--- src/rtl/directional_spectrum_integrator_defines.svh ---
// Assertion macros shared by the directional spectrum integrator RTL.
`ifndef DIRECTIONAL_SPECTRUM_INTEGRATOR_DEFINES_SVH
`define DIRECTIONAL_SPECTRUM_INTEGRATOR_DEFINES_SVH

// Same-cycle implication, sampled on clk and disabled during reset.
`define DSI_ASSERT_IMP(label, ante, cons, msg) \
  label: assert property (@(posedge clk) disable iff (!rst_n) (ante) |-> (cons)) \
    else $error(msg);

// Next-cycle implication, sampled on clk and disabled during reset.
`define DSI_ASSERT_NXT(label, ante, cons, msg) \
  label: assert property (@(posedge clk) disable iff (!rst_n) (ante) |=> (cons)) \
    else $error(msg);

`endif

--- src/rtl/dsi_pkg.sv ---
// Types, constants and helper functions of the directional spectrum integrator.
package dsi_pkg;

  localparam int DEF_MAX_DIRECTIONS = 64;
  localparam int DEF_ANGLE_BITS     = 16;
  localparam int SUM_W              = 48;
  localparam logic [6:0] DIR_COUNT_RESET = 7'd32;

  localparam logic [SUM_W-1:0] SUM_MAX = {SUM_W{1'b1}};

  localparam logic signed [32:0] POLY_A   = 33'sd1324675879;
  localparam logic signed [32:0] POLY_B   = 33'sd272375560;
  localparam logic signed [32:0] POLY_C   = 33'sd22401992;
  localparam logic signed [32:0] POLY_D   = 33'sd987048;
  localparam logic signed [32:0] INV_K    = 33'sd27342611;
  localparam logic signed [25:0] HALF_W   = 26'sd1638400;
  localparam logic signed [39:0] Q30_ONE  = 40'sd1073741824;

  typedef struct packed {
    logic [15:0] density_value;
    logic [6:0]  first_spread;
    logic [6:0]  second_spread;
    logic [15:0] first_direction;
    logic [15:0] second_direction;
    logic        last_bin;
  } dsi_in_t;

  typedef struct packed {
    logic [SUM_W-1:0] total_energy;
    logic             sum_saturated;
  } dsi_out_t;

  // Turns the last polynomial product into a signed Q15 cosine for its quadrant.
  function automatic logic signed [16:0] cos_finish(logic signed [65:0] prod,
                                                    logic [1:0] quad);
    logic signed [39:0] p;
    logic signed [16:0] m;
    p = Q30_ONE - 40'(prod >>> 30);
    if (p < 0) begin
      p = '0;
    end
    if (p > Q30_ONE) begin
      p = Q30_ONE;
    end
    m = 17'(p >>> 15);
    return (quad[0] ^ quad[1]) ? -m : m;
  endfunction

endpackage

--- src/rtl/dsi_div.sv ---
// Bit-serial restoring divider that splits one full turn by the direction count.
module dsi_div #(
  parameter int ANGLE_BITS = 16,
  parameter int CNT_W      = 7
) (
  input  logic                  clk,
  input  logic                  rst_n,
  input  logic                  start,
  input  logic [CNT_W-1:0]      divisor,
  output logic                  done,
  output logic [ANGLE_BITS:0]   quot,
  output logic [CNT_W-1:0]      rem
);
  import dsi_pkg::*;

  localparam int IDX_W = $clog2(ANGLE_BITS + 1);

  logic              run_r;
  logic              done_r;
  logic [IDX_W-1:0]  idx_r;
  logic [CNT_W-1:0]  rem_r;
  logic [ANGLE_BITS:0] quot_r;
  logic [CNT_W-1:0]  div_r;
  logic [CNT_W:0]    shifted;
  logic              fits;

  always_comb begin
    shifted = {rem_r, (idx_r == IDX_W'(ANGLE_BITS))};
    fits    = (shifted >= {1'b0, div_r});
  end

  always_ff @(posedge clk) begin
    if (!rst_n) begin
      run_r  <= 1'b0;
      done_r <= 1'b0;
    end else begin
      done_r <= 1'b0;
      if (start) begin
        run_r  <= 1'b1;
        idx_r  <= IDX_W'(ANGLE_BITS);
        rem_r  <= '0;
        quot_r <= '0;
        div_r  <= divisor;
      end else if (run_r) begin
        rem_r  <= fits ? CNT_W'(shifted - {1'b0, div_r}) : CNT_W'(shifted);
        quot_r <= {quot_r[ANGLE_BITS-1:0], fits};
        if (idx_r == '0) begin
          run_r  <= 1'b0;
          done_r <= 1'b1;
        end else begin
          idx_r <= idx_r - 1'b1;
        end
      end
    end
  end

  assign done = done_r;
  assign quot = quot_r;
  assign rem  = rem_r;

endmodule

--- src/rtl/directional_spectrum_integrator.sv ---
// Top level of the directional spectrum integrator.
//
// Each accepted beat is one frequency bin. The block first divides a full turn by the
// direction count in a bit-serial divider, then visits the directions one after
// another with one shared 33 x 33 multiplier: two cosine polynomials of five products
// each, two spread products, the scaling product and the density product, then the
// add into the bin total. The bin is then folded into the saturating running sum, and
// in_stall stays high from the taken beat until that fold, so a new beat is taken
// only after the current bin is done. A bin marked last also waits in its finish state
// while an earlier result beat is still stalled. The bin marked last emits the sum and
// its clip flag and clears both.
module directional_spectrum_integrator #(
  parameter int MAX_DIRECTIONS = dsi_pkg::DEF_MAX_DIRECTIONS,
  parameter int ANGLE_BITS     = dsi_pkg::DEF_ANGLE_BITS
) (
  input  logic              clk,
  input  logic              rst_n,
  input  logic              in_valid,
  output logic              in_stall,
  input  dsi_pkg::dsi_in_t  in_data,
  output logic              out_valid,
  input  logic              out_stall,
  output dsi_pkg::dsi_out_t out_data,
  input  logic              cfg_wr_en,
  input  logic [6:0]        cfg_wr_data
);
  import dsi_pkg::*;

  `include "directional_spectrum_integrator_defines.svh"

  localparam int N_W   = $clog2(MAX_DIRECTIONS + 1);
  localparam int BIN_W = 34 + $clog2(MAX_DIRECTIONS);
  localparam int ACC_W = ((BIN_W > SUM_W) ? BIN_W : SUM_W) + 2;
  localparam int AB    = ANGLE_BITS;

  typedef enum logic [1:0] {S_IDLE, S_DIV, S_DIR, S_FIN} state_t;
  typedef enum logic [3:0] {
    ST_T2A, ST_DA, ST_CA, ST_BA, ST_AA,
    ST_T2B, ST_DB, ST_CB, ST_BB, ST_AB,
    ST_R1, ST_R2, ST_MAG, ST_DEN, ST_ACC
  } step_t;

  state_t               state_r;
  step_t                step_r;
  logic [6:0]           cfg_r;
  dsi_in_t              in_r;
  logic [N_W-1:0]       n_r;
  logic [N_W-1:0]       n_eff;
  logic [N_W-1:0]       j_r;
  logic [AB-1:0]        a_r;
  logic [N_W-1:0]       rem_r;
  logic [AB:0]          q0_r;
  logic [N_W-1:0]       r0_r;
  logic signed [65:0]   prod_r;
  logic signed [32:0]   t2_r;
  logic signed [16:0]   c1_r;
  logic signed [16:0]   c2_r;
  logic signed [25:0]   w_r;
  logic                 neg_r;
  logic signed [BIN_W-1:0] bin_r;
  logic [SUM_W-1:0]     sum_r;
  logic                 ovf_r;
  logic                 out_valid_r;
  dsi_out_t             out_r;

  logic                 div_done;
  logic [AB:0]          div_quot;
  logic [N_W-1:0]       div_rem;
  logic                 in_accept;
  logic                 fin_go;

  logic [AB-1:0]        u1;
  logic [AB-1:0]        u2;
  logic [AB-1:0]        u_sel;
  logic [1:0]           quad1;
  logic [1:0]           quad2;
  logic [29:0]          t30;
  logic [30:0]          t31;
  logic signed [32:0]   mul_a;
  logic signed [32:0]   mul_b;
  logic signed [65:0]   prod;
  logic signed [32:0]   t2_now;
  logic signed [32:0]   h_now;
  logic signed [25:0]   w_full;
  logic [N_W:0]         rem_sum;
  logic                 rem_wrap;
  logic [AB-1:0]        a_nxt;
  logic [N_W-1:0]       rem_nxt;
  logic signed [BIN_W-1:0] term;
  logic signed [ACC_W-1:0] s_sum;

  always_comb begin
    if (cfg_r == '0) begin
      n_eff = N_W'(1);
    end else if (32'(cfg_r) > MAX_DIRECTIONS) begin
      n_eff = N_W'(MAX_DIRECTIONS);
    end else begin
      n_eff = N_W'(cfg_r);
    end
  end

  assign in_accept = in_valid && !in_stall;
  assign in_stall  = (state_r != S_IDLE);
  assign fin_go    = (state_r == S_FIN) && !(in_r.last_bin && out_valid_r && out_stall);

  dsi_div #(
    .ANGLE_BITS(ANGLE_BITS),
    .CNT_W     (N_W)
  ) u_div (
    .clk    (clk),
    .rst_n  (rst_n),
    .start  (in_accept),
    .divisor(n_eff),
    .done   (div_done),
    .quot   (div_quot),
    .rem    (div_rem)
  );

  always_comb begin
    u1    = a_r - AB'(in_r.first_direction);
    u2    = AB'((a_r - AB'(in_r.second_direction)) << 1);
    quad1 = u1[AB-1:AB-2];
    quad2 = u2[AB-1:AB-2];
    u_sel = (step_r == ST_T2A) ? u1 : u2;
    t30   = {u_sel[AB-3:0], {(32 - AB){1'b0}}};
    t31   = u_sel[AB-2] ? (31'(Q30_ONE) - {1'b0, t30}) : {1'b0, t30};
    t2_now = 33'(prod_r >>> 30);
    w_full = w_r + 26'(prod_r);

    unique case (step_r)
      ST_CA, ST_CB: h_now = POLY_C - t2_now;
      ST_BA, ST_BB: h_now = POLY_B - t2_now;
      default:      h_now = POLY_A - t2_now;
    endcase

    unique case (step_r)
      ST_T2A, ST_T2B: begin
        mul_a = $signed({2'b00, t31});
        mul_b = $signed({2'b00, t31});
      end
      ST_DA, ST_DB: begin
        mul_a = t2_now;
        mul_b = POLY_D;
      end
      ST_CA, ST_BA, ST_AA, ST_CB, ST_BB, ST_AB: begin
        mul_a = t2_r;
        mul_b = h_now;
      end
      ST_R1: begin
        mul_a = $signed({26'd0, in_r.first_spread});
        mul_b = 33'(c1_r);
      end
      ST_R2: begin
        mul_a = $signed({26'd0, in_r.second_spread});
        mul_b = 33'(c2_r);
      end
      ST_MAG: begin
        mul_a = (w_full < 0) ? 33'(-w_full) : 33'(w_full);
        mul_b = INV_K;
      end
      ST_DEN: begin
        mul_a = $signed({17'd0, in_r.density_value});
        mul_b = 33'(prod_r >>> 16);
      end
      default: begin
        mul_a = '0;
        mul_b = '0;
      end
    endcase
    prod = mul_a * mul_b;

    rem_sum  = {1'b0, rem_r} + {1'b0, r0_r};
    rem_wrap = (rem_sum >= {1'b0, n_r});
    rem_nxt  = rem_wrap ? N_W'(rem_sum - {1'b0, n_r}) : N_W'(rem_sum);
    a_nxt    = a_r + q0_r[AB-1:0] + AB'(rem_wrap);

    term  = $signed({{(BIN_W - 33){1'b0}}, 33'(prod_r >>> 16)});
    s_sum = $signed({{(ACC_W - SUM_W){1'b0}}, sum_r}) + ACC_W'(bin_r);
  end

  always_ff @(posedge clk) begin
    if (!rst_n) begin
      state_r     <= S_IDLE;
      step_r      <= ST_T2A;
      cfg_r       <= DIR_COUNT_RESET;
      sum_r       <= '0;
      ovf_r       <= 1'b0;
      out_valid_r <= 1'b0;
    end else begin
      if (cfg_wr_en) begin
        cfg_r <= cfg_wr_data;
      end
      if (fin_go && in_r.last_bin) begin
        out_valid_r <= 1'b1;
      end else if (out_valid_r && !out_stall) begin
        out_valid_r <= 1'b0;
      end
      prod_r <= prod;
      unique case (state_r)
        S_IDLE: begin
          if (in_accept) begin
            in_r    <= in_data;
            n_r     <= n_eff;
            bin_r   <= '0;
            state_r <= S_DIV;
          end
        end
        S_DIV: begin
          if (div_done) begin
            q0_r    <= div_quot;
            r0_r    <= div_rem;
            a_r     <= '0;
            rem_r   <= '0;
            j_r     <= '0;
            step_r  <= ST_T2A;
            state_r <= S_DIR;
          end
        end
        S_DIR: begin
          step_r <= step_t'(step_r + 4'd1);
          unique case (step_r)
            ST_DA, ST_DB: t2_r <= t2_now;
            ST_T2B:       c1_r <= cos_finish(prod_r, quad1);
            ST_R1:        c2_r <= cos_finish(prod_r, quad2);
            ST_R2:        w_r  <= HALF_W + 26'(prod_r);
            ST_MAG:       neg_r <= (w_full < 0);
            ST_ACC: begin
              bin_r  <= neg_r ? (bin_r - term) : (bin_r + term);
              a_r    <= a_nxt;
              rem_r  <= rem_nxt;
              j_r    <= j_r + 1'b1;
              step_r <= ST_T2A;
              if (j_r == n_r - 1'b1) begin
                state_r <= S_FIN;
              end
            end
            default: begin
            end
          endcase
        end
        S_FIN: begin
          if (fin_go) begin
            state_r <= S_IDLE;
            if (in_r.last_bin) begin
              sum_r <= '0;
              ovf_r <= 1'b0;
              if (s_sum < 0) begin
                out_r.total_energy  <= '0;
                out_r.sum_saturated <= ovf_r;
              end else if (s_sum > $signed({{(ACC_W - SUM_W){1'b0}}, SUM_MAX})) begin
                out_r.total_energy  <= SUM_MAX;
                out_r.sum_saturated <= 1'b1;
              end else begin
                out_r.total_energy  <= SUM_W'(s_sum);
                out_r.sum_saturated <= ovf_r;
              end
            end else begin
              priority if (s_sum < 0) begin
                sum_r <= '0;
              end else if (s_sum > $signed({{(ACC_W - SUM_W){1'b0}}, SUM_MAX})) begin
                sum_r <= SUM_MAX;
                ovf_r <= 1'b1;
              end else begin
                sum_r <= SUM_W'(s_sum);
              end
            end
          end
        end
        default: state_r <= S_IDLE;
      endcase
    end
  end

  assign out_valid = out_valid_r;
  assign out_data  = out_r;

  `DSI_ASSERT_IMP(a_dir_in_range, state_r == S_DIR, j_r < n_r,
                  "direction index past the direction count")
  `DSI_ASSERT_IMP(a_rem_in_range, state_r == S_DIR, rem_r < n_r,
                  "angle step remainder not below the direction count")
  `DSI_ASSERT_NXT(a_out_held, out_valid_r && out_stall, out_valid_r && $stable(out_r),
                  "stalled result beat changed or dropped")
  `DSI_ASSERT_IMP(a_out_from_fin, $rose(out_valid_r), $past(state_r) == S_FIN,
                  "result beat raised outside the bin finish")
  `DSI_ASSERT_NXT(a_last_dir_ends, (state_r == S_DIR) && (step_r == ST_ACC) &&
                  (j_r == n_r - 1'b1), state_r == S_FIN, "direction loop did not end")

endmodule
--- config.mk ---
export PLATFORM = sky130hd
export DESIGN_NAME = directional_spectrum_integrator
export DESIGN_NICKNAME = d
export VERILOG_FILES = /design/src/rtl/dsi_pkg.sv /design/src/rtl/dsi_div.sv /design/src/rtl/directional_spectrum_integrator.sv
export VERILOG_INCLUDE_DIRS = /design/src /design/src/rtl
export SDC_FILE = /design/constraint.sdc
export NUM_CORES = 2
export LEC_CHECK = 0
export ABC_CLOCK_PERIOD_IN_PS = 29900
export BUFFER_PORTS_ARGS = -buffer_cell sky130_fd_sc_hd__buf_2
export CAP_MARGIN = 0
export CORE_UTILIZATION = 46
export DETAILED_ROUTE_END_ITERATION = 10
export GPL_ROUTABILITY_DRIVEN = 0
export SETUP_SLACK_MARGIN = 0.05
export SKIP_LAST_GASP = 1
export SYNTH_ARGS = -nofsm -noshare
export SYNTH_HDL_FRONTEND = slang
export SYNTH_SLANG_ARGS = --single-unit
--- constraint.sdc ---
create_clock -name clk -period 29.9 [get_ports clk]
set_input_delay 5.98 -clock clk [delete_from_list [all_inputs] [get_ports clk]]
set_output_delay 5.98 -clock clk [all_outputs]
set_load 0.02 [all_outputs]
==> summary.txt <==
Run status
  – Outcome: complete, no violations

Synth
  – Main combinational cell family by area after synthesis: adder cells
  – Ys Warns: 0
  – Most used DFF post-synth: edfxtp_1
  – Synth Area in Simple Gates: 0.139
  – Avg Cell Area, Syn: 9.38 um2
  – Number of enable flip-flop cells after synthesis: 406
  – Post-Synth Adder-Cell Area: 0.410
  – Syn nets: 9041
  – Compound-Gate Fraction of Synth Area: 0.113
  – Ys async rst share: 0
  – Mapped Cells: 7390
  – Yosys cell types: 110
  – Post-Syn Area: 69300 um2
  – Yosys reg bits: 471
  – Sequential share of the synthesized area: 0.195
  – Multiplexer share of the synthesized area: 0.00352
  – XOR/XNOR Fraction of Synth Area: 0.0479

Placed design
  – Final HPWL DP: 159 mm
  – Placed inst area: 72400 um2
  – PortBufs: 124

Cells and area
  – Finished layout cell area: 74100 um2
  – Most common cell after layout, fill and taps aside: inv_1
  – Fin nets: 9010
  – Most frequent cells in the layout: 1307 x inv_1, 1155 x fa_1, 955 x nand2_1
  – Area grow syn2layout: 7.01%
  – Share of layout cells above drive strength 1: 0.0650

STA
  – Endpoints failing hold: 0
  – Setup TNS: 0 ns
  – Setup Skew: 0.0708 ns
  – Minimum clock period: 14.25 ns
  – Slew Limit Headroom: 0.0837
  – Highest Clock Rate: 0.0702 GHz
  – Final period util: 0.477
  – Least-Margin Pin Slew: 1.36 ns
  – RSZ-0062 raised after global routing: false
  – Final setup fails: 0
  – Count of pins over their slew limit: 0

Worst setup path
  – Crit Path Class: flip-flop to flip-flop
  – CP Capture Type: flip-flop
  – Critical Path RT: 30.21 ns
  – Top delay family on crit path: compound AO/OA/AOI/OAI gates
  – CP max FO: 23
  – Crit path top cell by count: fa_1
  – Max incr delay on CP: 0.95 ns
  – Setup crit start kind: flip-flop
  – Slowest cell on crit path: nand4b_1
  – CP arrival: 14.56 ns
  – Worst path bufs/invs: 7

Route
  – DRT antenna net count: 0
  – WL per Instance: 22.1 um
  – Total Routed Length: 209 mm
  – Detailed Route Iter0 Violations: 4617
  – DRC: 0
  – Pre-antenna DRT Iters: 7
  – DR vias: 53100
  – DR vias/cell: 5.64

Global routing
  – Pin count of the biggest net entering global routing: 70
  – First-pass GRT wire length: 323 mm
  – Initial antenna violation count: 14
  – Number of global-route vias before repair: 54500
  – Grt ovf: 0
  – All-Layer GR Usage: 0.278

CTS
  – Clock sink count: 471
  – CTS tree: built
  – H-tree Lvls: 2
  – Worst-path clk slew: 0.07 ns
  – Worst-Skew Late Latency: 0.66 ns
  – PostCTS Resize Cnt: 0
  – Root Buffer: clkbuf_16
  – Hold_buf cts: 0
  – Post-CTS Setup Bufs: 0
  – Clock buffer depth: 3
  – Num CTS Buffers: 51

Die
  – FP Rows: 142
  – Die ar.: 152000 um2
  – Core ar.: 150000 um2
  – Height of the die: 390 um
  – Initial Util: 0.463
  – Die X: 390 um
  – Ports: 126

Run
  – Max Cap Violations: 0

Hold path
  – Hold Crit Class: flip-flop to flip-flop
state kept, by name (all words and copies together), names as in the netlist, 17 cells and up:
name,count
out_data,49
bin_r,40
sum_r,48
w_r,26
prod_r,66
t2_r,33
c2_r,17
c1_r,17
in_r,62
per-stage QoR:
step / std cells / worst slack (ns) / utilization / hold slack [ns]
CTS: 9418 / 15.97 / 0.496 / 0.444
global placement: 9322 / 16.22 / 0.484 / 0.408
finish: 9423 / 15.65 / 0.496 / 0.436
floorplan: 7390 / 18.94 / - / 0.400
detailed placement: 9322 / 16.12 / 0.484 / 0.427
global route: 9421 / 15.12 / 0.496 / 0.451
cells by family after synthesis:
group                      count (synthesis)
buffers and inverters                   1659
muxes                                     24
DFF                                      471
adders and majority gates               1576
xor gates and xnor gates                 373
AOI/OAI and AO/OA                       1150
and+or+nand+nor                         2137
layout make-up:
type / instances / area (um2)
clock inverter: 37 / 400
tap: 2016 / 2520
inverter: 1312 / 4930
clock buffer: 59 / 1340
fill: 14100 / 75400
multi-input combinational: 5260 / 49800
antenna: 5 / 12.5
timing repair buffer: 263 / 1670
sequential: 471 / 13500
synthesized netlist by cell type (all sizes together), types with 18 or more instances:
| cell | n | area share |
|---|---|---|
| clkbuf | 276 | 0.015 |
| nor2b | 92 | 0.0083 |
| ha | 421 | 0.076 |
| a211oi | 31 | 0.0039 |
| or2 | 24 | 0.0022 |
| and3 | 39 | 0.0035 |
| nor2 | 536 | 0.029 |
| mux2i | 21 | 0.0030 |
| and2 | 149 | 0.013 |
| nor4 | 27 | 0.0030 |
| o21a | 42 | 0.0046 |
| nand3 | 66 | 0.0048 |
| dfxtp | 65 | 0.019 |
| fa | 1155 | 0.33 |
| o21ai | 226 | 0.016 |
| a221oi | 27 | 0.0048 |
| o31ai | 31 | 0.0040 |
| o211ai | 37 | 0.0041 |
| a21oi | 306 | 0.022 |
| edfxtp | 406 | 0.18 |
| xor2 | 114 | 0.015 |
| or3 | 20 | 0.0019 |
| buf | 71 | 0.0055 |
| a31oi | 38 | 0.0035 |
| nand2b | 67 | 0.0060 |
| a222oi | 18 | 0.0026 |
| a221o | 23 | 0.0033 |
| xnor2 | 256 | 0.032 |
| nor3 | 76 | 0.0057 |
| inv | 1310 | 0.071 |
| o21bai | 34 | 0.0037 |
| nand4 | 34 | 0.0032 |
| nand2 | 955 | 0.052 |
| a211o | 19 | 0.0024 |
| a21o | 129 | 0.014 |
| o221ai | 46 | 0.0058 |
worst paths after layout:
check / cells after the start / startpoint / to / slack [ns]
max: 41 / step_r[1]$_SDFFE_PN0P_ / prod_r[65]$_DFFE_PP_ / 15.65
min: 0 / u_div.quot[15]$_SDFFCE_PP0P_ / q0_r[15]$_DFFE_PP_ / 0.44
max reg2reg: 41 / step_r[1]$_SDFFE_PN0P_ / prod_r[65]$_DFFE_PP_ / 15.65
min reg2reg: 0 / u_div.quot[15]$_SDFFCE_PP0P_ / q0_r[15]$_DFFE_PP_ / 0.44
layer usage:
metal  GRT usage  vias up  part of all wire
met1       0.380    26800              0.41
li1            -    23700                 -
met2       0.440     2203              0.45
met3      0.0494      442             0.091
met5           0        -           0.00027
met4       0.105        8             0.045
Power is not shown: default switching activity piles up to over one toggle a cycle in this logic, so the estimate is an artifact.
